`config.mk`:
```
export PLATFORM = sky130hd
export DESIGN_NAME = pcpf_ctrl
export DESIGN_NICKNAME = d
export VERILOG_FILES = /design/src/hw/rtl/pcpf_pkg.sv /design/src/hw/rtl/pcpf_ctrl.sv
export SDC_FILE = /design/constraint.sdc
export NUM_CORES = 1
export LEC_CHECK = 0
export BUFFER_PORTS_ARGS = -buffer_cell sky130_fd_sc_hd__buf_4
export CORE_AREA = 2 2 39 41
export DETAILED_ROUTE_END_ITERATION = 10
export DIE_AREA = 0 0 41 43
export GPL_TIMING_DRIVEN = 0
export PLACE_DENSITY_LB_ADDON = 0.1
export RECOVER_POWER = 25
export REMOVE_ABC_BUFFERS = 1
export SETUP_SLACK_MARGIN = 0.15
export SLEW_MARGIN = 15
export SYNTH_ARGS = -nofsm -noshare
export SYNTH_HDL_FRONTEND = slang
export SYNTH_SLANG_ARGS = --single-unit
export TNS_END_PERCENT = 20
```
`constraint.sdc`:
```
create_clock -name clock -period 1.55 [get_ports clock]
set_input_delay 0.31 -clock clock [delete_from_list [all_inputs] [get_ports clock]]
set_output_delay 0.31 -clock clock [all_outputs]
set_load 0.05 [all_outputs]
```
`src/hw/rtl/pcpf_pkg.sv`:
```
// Package for the path cost and peak field core.
// Holds sizing constants, register codes, controller states and the command/status types.
// No dependencies.
`default_nettype none

package pcpf_pkg;

   localparam int GRID_COLS_MAX = 64;
   localparam int GRID_ROWS_MAX = 64;
   localparam int SAMPLES_PER_SEGMENT = 16;

   localparam int STORE_DEPTH = GRID_COLS_MAX * GRID_ROWS_MAX;
   localparam int ADDR_W = $clog2(STORE_DEPTH);
   localparam int COL_W = $clog2(GRID_COLS_MAX);
   localparam int ROW_W = $clog2(GRID_ROWS_MAX);
   localparam int DIM_W = 7;
   localparam int CMP_W = 10;
   localparam int FIELD_W = 16;

   localparam int LOG2N = $clog2(SAMPLES_PER_SEGMENT);
   localparam int LOG2_2N = LOG2N + 1;
   localparam int TWO_N = 2 * SAMPLES_PER_SEGMENT;
   localparam int K_W = $clog2(TWO_N + 1);
   localparam int POS_W = 18 + LOG2N + 1;
   localparam int NUM_W = POS_W + 17;
   localparam int S_W = 16 + LOG2N;
   localparam int GX_W = 16 + COL_W;
   localparam int GY_W = 16 + ROW_W;

   localparam int SQRT_STEPS = 25;
   localparam int SQ_CNT_W = 5;

   localparam int REQ_TDATA_W = 64;
   localparam int RSP_TDATA_W = 64;
   localparam int CSR_IDX_W = 2;
   localparam int CSR_DATA_W = 16;

   typedef enum logic [CSR_IDX_W-1:0] {
      REG_GRID_WIDTH,
      REG_GRID_HEIGHT,
      REG_CELL_INVERSE,
      REG_SMOOTH_WEIGHT
   } csr_reg_type;

   typedef enum logic {
      OP_LOAD  = 1'b0,
      OP_POINT = 1'b1
   } op_kind_type;

   typedef enum logic [4:0] {
      DP_NONE, DP_LOAD, DP_LATCH, DP_PREP, DP_SQINIT, DP_SQSTEP,
      DP_COORD, DP_ADDR, DP_RD0, DP_RD1, DP_RD2, DP_RD3, DP_INT0, DP_INT1,
      DP_COST0, DP_COST1, DP_ACC, DP_HIST, DP_TOT0, DP_TOT1, DP_EMIT
   } dp_op_type;

   typedef enum logic [4:0] {
      ST_IDLE, ST_PREP, ST_SQINIT, ST_SQRT, ST_COORD, ST_ADDR,
      ST_RD0, ST_RD1, ST_RD2, ST_RD3, ST_INT0, ST_INT1,
      ST_COST0, ST_COST1, ST_ACC, ST_HIST, ST_TOT0, ST_TOT1, ST_EMIT
   } ctl_state_type;

   typedef struct packed {
      logic has_prev;
      logic is_last;
      logic sqrt_last;
      logic samples_last;
      logic slot_free;
   } status_type;

endpackage

`default_nettype wire

```
`src/hw/rtl/pcpf_ctrl.sv`:
```
// Controller state machine of the path cost and peak field core.
// Depends on pcpf_pkg; drives the datapath through one command per cycle.
`default_nettype none

module pcpf_ctrl (
   input  logic                   clock,
   input  logic                   reset,
   input  logic                   req_tvalid,
   input  logic                   req_tuser,
   output logic                   req_tready,
   input  pcpf_pkg::status_type   status,
   output pcpf_pkg::dp_op_type    cmd
);
   import pcpf_pkg::*;

   ctl_state_type state_ff, state_in;

   always_comb begin
      state_in = state_ff;
      unique case (state_ff)
         ST_IDLE: begin
            if (req_tvalid && req_tuser == OP_POINT) begin
               state_in = status.has_prev ? ST_PREP : ST_ACC;
            end
         end
         ST_PREP:   state_in = ST_SQINIT;
         ST_SQINIT: state_in = ST_SQRT;
         ST_SQRT: begin
            if (status.sqrt_last) begin
               state_in = ST_COORD;
            end
         end
         ST_COORD:  state_in = ST_ADDR;
         ST_ADDR:   state_in = ST_RD0;
         ST_RD0:    state_in = ST_RD1;
         ST_RD1:    state_in = ST_RD2;
         ST_RD2:    state_in = ST_RD3;
         ST_RD3:    state_in = ST_INT0;
         ST_INT0:   state_in = ST_INT1;
         ST_INT1:   state_in = status.samples_last ? ST_COST0 : ST_COORD;
         ST_COST0:  state_in = ST_COST1;
         ST_COST1:  state_in = ST_ACC;
         ST_ACC:    state_in = ST_HIST;
         ST_HIST:   state_in = status.is_last ? ST_TOT0 : ST_IDLE;
         ST_TOT0:   state_in = ST_TOT1;
         ST_TOT1:   state_in = ST_EMIT;
         ST_EMIT: begin
            if (status.slot_free) begin
               state_in = ST_IDLE;
            end
         end
         default:   state_in = ST_IDLE;
      endcase
   end

   always_comb begin
      req_tready = 1'b0;
      cmd = DP_NONE;
      unique case (state_ff)
         ST_IDLE: begin
            req_tready = 1'b1;
            if (req_tvalid) begin
               cmd = (req_tuser == OP_POINT) ? DP_LATCH : DP_LOAD;
            end
         end
         ST_PREP:   cmd = DP_PREP;
         ST_SQINIT: cmd = DP_SQINIT;
         ST_SQRT:   cmd = DP_SQSTEP;
         ST_COORD:  cmd = DP_COORD;
         ST_ADDR:   cmd = DP_ADDR;
         ST_RD0:    cmd = DP_RD0;
         ST_RD1:    cmd = DP_RD1;
         ST_RD2:    cmd = DP_RD2;
         ST_RD3:    cmd = DP_RD3;
         ST_INT0:   cmd = DP_INT0;
         ST_INT1:   cmd = DP_INT1;
         ST_COST0:  cmd = DP_COST0;
         ST_COST1:  cmd = DP_COST1;
         ST_ACC:    cmd = DP_ACC;
         ST_HIST:   cmd = DP_HIST;
         ST_TOT0:   cmd = DP_TOT0;
         ST_TOT1:   cmd = DP_TOT1;
         ST_EMIT:   cmd = status.slot_free ? DP_EMIT : DP_NONE;
         default:   cmd = DP_NONE;
      endcase
   end

   always_ff @(posedge clock) begin
      if (reset) begin
         state_ff <= ST_IDLE;
      end else begin
         state_ff <= state_in;
      end
   end

`ifndef NO_ASSERTIONS
   a_sqrt_runs: assert property (@(posedge clock) disable iff (reset)
      state_ff == ST_SQRT && !status.sqrt_last |=> state_ff == ST_SQRT)
      else $error("square root left before its last step");

   a_emit_free: assert property (@(posedge clock) disable iff (reset)
      cmd == DP_EMIT |-> status.slot_free)
      else $error("result issued into an occupied output register");
`endif

endmodule

`default_nettype wire

```
==> metrics.md <==
| Metric | Value |
|---|---|
| Proportion of layout cells with a drive suffix above 1 | 42.4% |
| Final #Nets | 95 |
| Grt met1 use | 22.4% |
| Post-CTS Hold Fix Bufs | 0 |
| Global Route met2 Usage | 23.1% |
| DR vias | 538 |
| FILL cells | approximately 140 |
| Final Max Slew Viols | 0 |
| Mapped Cells | 66 |
| Vias in the first global route | 467 |
| Clk_skew | 0.00632 ns |
| Ys Warns | 0 |
| Endpoints failing setup | 7 |
| Maximum VDD drop | 1.02 mV |
| Crit Path Class | flip-flop to output pin |
| Layout Cells excl Fill | roughly 100 |
| Synthesis-to-layout area growth | 50.6% |
| Top FF cell, synth | dfxtp_1 |
| CP bufs+invs | 1 |
| Mapped cell area | 438 um^2 |
| Die ar. | 1760 um^2 |
| Slew Limit Headroom | 74.9% |
| Pwr Density | 2370 nW/um^2 |
| Critical path data arrival time | 1.51 ns |
| Worst setup margin | -0.267 ns |
| Largest register FFs | 5 |
| Post-synth top area cell | dfxtp_1 |
| Status | complete, but fails checks |
| CORE AREA | between 1000 and 1500 um^2 |
| Clock latency on the worst-skew pair | about 0.24 ns |
| DRT iter0 DRCs | 14 |
| Max clock buf depth | 2 |
| Starting density of the core | 31.6% |
| Post-detailed-route wirelength per cell | 11.6 um |
| Required @ worst endpoint | 1.24 ns |
| Hold Path Class | input port to flip-flop |
| Post-Route WL | 1170 um |
| Final worst-path cycle share | 117% |
| Slew at the pin closest to its max-slew limit | 0.371 ns |
| Post-route ant nets | 0 |
| Synth area leaders | dfxtp_1, a21oi_1, o21ai_0 |
| Placed Instances | slightly above 90 |
| Largest net degree at the start of global routing | 17 |
| Internal | 0.767 mW |
| Port bufs | 14 |
| CTS tree | built |
| First-pass GRT wire length | 2040 um |
| Leakage power | 0.283 nW |
| Biggest register | state_ff |
| Cell breakdown of the critical path | or2_4, or3_4, o21ai_2, buf_6 |
| Largest regs | state_ff (5) |
| Worst setup EP type | output pin |
| Flop pwr share | 17.8% |
| Crit Path Max Fanout | 3 |
| Root Buffer | clkbuf_4 |
| Minimum clock period | ~1.8 ns |
| Avg Cell Area, Syn | about 6.6 um^2 |
| RSZ-0062 raised after global routing | true |
| DRC | 0 |
| Maxcap violations | 0 |
| Final Hold Vio Count | 0 |
| Number of enable flip-flop cells after synthesis | 0 |
| # diodes | 0 |
| Vias per std cell | 5.33 |
| Comb power frac | about 73% |
| Netlist cell types | 26 |
| GRT met3 Usage | 4.71% |
| Psw | 0.797 mW |
| GR peak layer | met2 |
| Gpl congestion | 0.763 |
| Die X | 41 um |
| Detail Placement HPWL | 781 um |
| Max incr delay on CP | approximately 0.35 ns |
| Ys async rst share | 0% |
| Seq/Total Area, Yosys | 22.9% |
| Row count | 14 |
| Synth top area share | between 20% and 30% |
| GRT Overall Usage | 17.1% |
| H-tree levels | 1 |
| Sw frac | around half |
| Sum Neg Setup Slack | -0.927 ns |
| Maximum clock frequency | 550 MHz |
| Reg clk slew, reported paths | 0.05 ns |
| Synth cell count leaders | a21oi_1, nor2_1, o21ai_0, dfxtp_1, nand2_1 |
| Failing checks | setup timing |
| Io pins | 15 |
| CP max stage cell | or3_4 |
| Drt pass-1 iters | 4 |
| Top cell family by delay on the critical path | simple AND/OR/NAND/NOR gates |
| Total grt overflow | 0 |
| Clock power frac | 9.6% |
| Sink Count | 5 |
| Yosys reg bits | 5 |
| Startpoint types | flip-flop |
| Initial antenna violation count | 0 |
| Die Ht | 43 um |
| CTS buffer count | 3 |
## final timing paths
path                             startpoint           to  slack [ns]  cells after the start
worst max-delay path            state_ff[2]       cmd[0]       -0.27                      4
worst min-delay path                  reset  state_ff[4]        0.28                      2
worst max register to register  state_ff[2]  state_ff[1]       -0.01                      5
worst min register to register  state_ff[4]  state_ff[4]        0.56                      2
## logic make-up after synthesis
group	Yosys count	share of synthesized area, %
buffers and inverters	8	10.3
flip-flops	5	22.9
AND/OR/NAND/NOR	29	34.0
XOR/XNOR	1	2.00
AO/OA/AOI/OAI	23	30.9
## power by group through the flow
| stage | Clock [mW] | Sequential (mW) | Combinational [mW] |
|---|---|---|---|
| after floorplan | 0 | 0.246 | 0.630 |
| after global routing | 0.165 | 0.292 | 1.22 |
| after CTS | 0.157 | 0.274 | 1.11 |
| after global placement | 0 | 0.282 | 0.837 |
| final | 0.150 | 0.278 | 1.14 |
| after detailed placement | 0 | 0.283 | 0.835 |
## layout by cell type (no fill, tap or decap), drive strengths merged
| cell type | n |
|---|---|
| or2 | 1 |
| o21ai | 8 |
| nand2b | 3 |
| nand3b | 1 |
| o211ai | 1 |
| or4b | 1 |
| nor3 | 3 |
| a21o | 1 |
| clkbuf | 4 |
| buf | 20 |
| o311ai | 2 |
| nor2 | 8 |
| a32o | 1 |
| or2b | 1 |
| nand2 | 5 |
| xnor2 | 1 |
| nand3 | 3 |
| a31oi | 1 |
| or3 | 1 |
| o22ai | 1 |
| and2 | 1 |
| a21oi | 8 |
| dfxtp | 5 |
| inv | 3 |
| nor3b | 1 |
## stage by stage
stage / hold WS (ns) / utilization (%) / power, mW / area (um^2) / setup slack (ns)
2_1_floorplan: 0.379 / - / 0.877 / 404 / -0.858
3_3_place_gp: 0.523 / 38.2 / 1.12 / 529 / -0.233
3_5_place_dp: 0.522 / 38.2 / 1.12 / 529 / -0.239
4_1_cts: 0.263 / 47.3 / 1.54 / 654 / -0.290
5_1_grt: 0.276 / 47.6 / 1.67 / 659 / -0.315
6_report: 0.276 / 47.6 / 1.56 / 659 / -0.267
## repair_timing
item	4_1_cts	5_1_grt
buffers inserted	6	0
cloned	0	0
resized for setup	21	4
endpoints found under the setup margin	10	10
pin swaps	3	5
## metal layers
metal | vias up | wire length, um
li1 | 273 | -
met1 | 242 | 540
met2 | 19 | 536
met3 | 4 | 60
met4 | 0 | 32
met5 | - | 0
## worst register-to-register path, delay by kind of cell (launching register included)
kind / cells / cell delay [ns]
AOI/OAI and AO/OA: 1 / 0.08
buffers and inverters: 2 / 0.28
DFF: 1 / 0.34
and+or+nand+nor: 2 / 0.76
## final cells by class
| cell class | instances | area, um^2 | area share, % |
|---|---|---|---|
| Inverter | 3 | 11.3 | 1.71 |
| Multi-Input combinational cell | 53 | 318 | 48.2 |
| Sequential cell | 5 | 111 | 16.9 |
| Tap cell | 16 | 20.0 | 3.04 |
| Timing Repair Buffer | 20 | 173 | 26.2 |
| Clock buffer | 4 | 26.3 | 3.98 |
(Power assumes the default switching activity.)
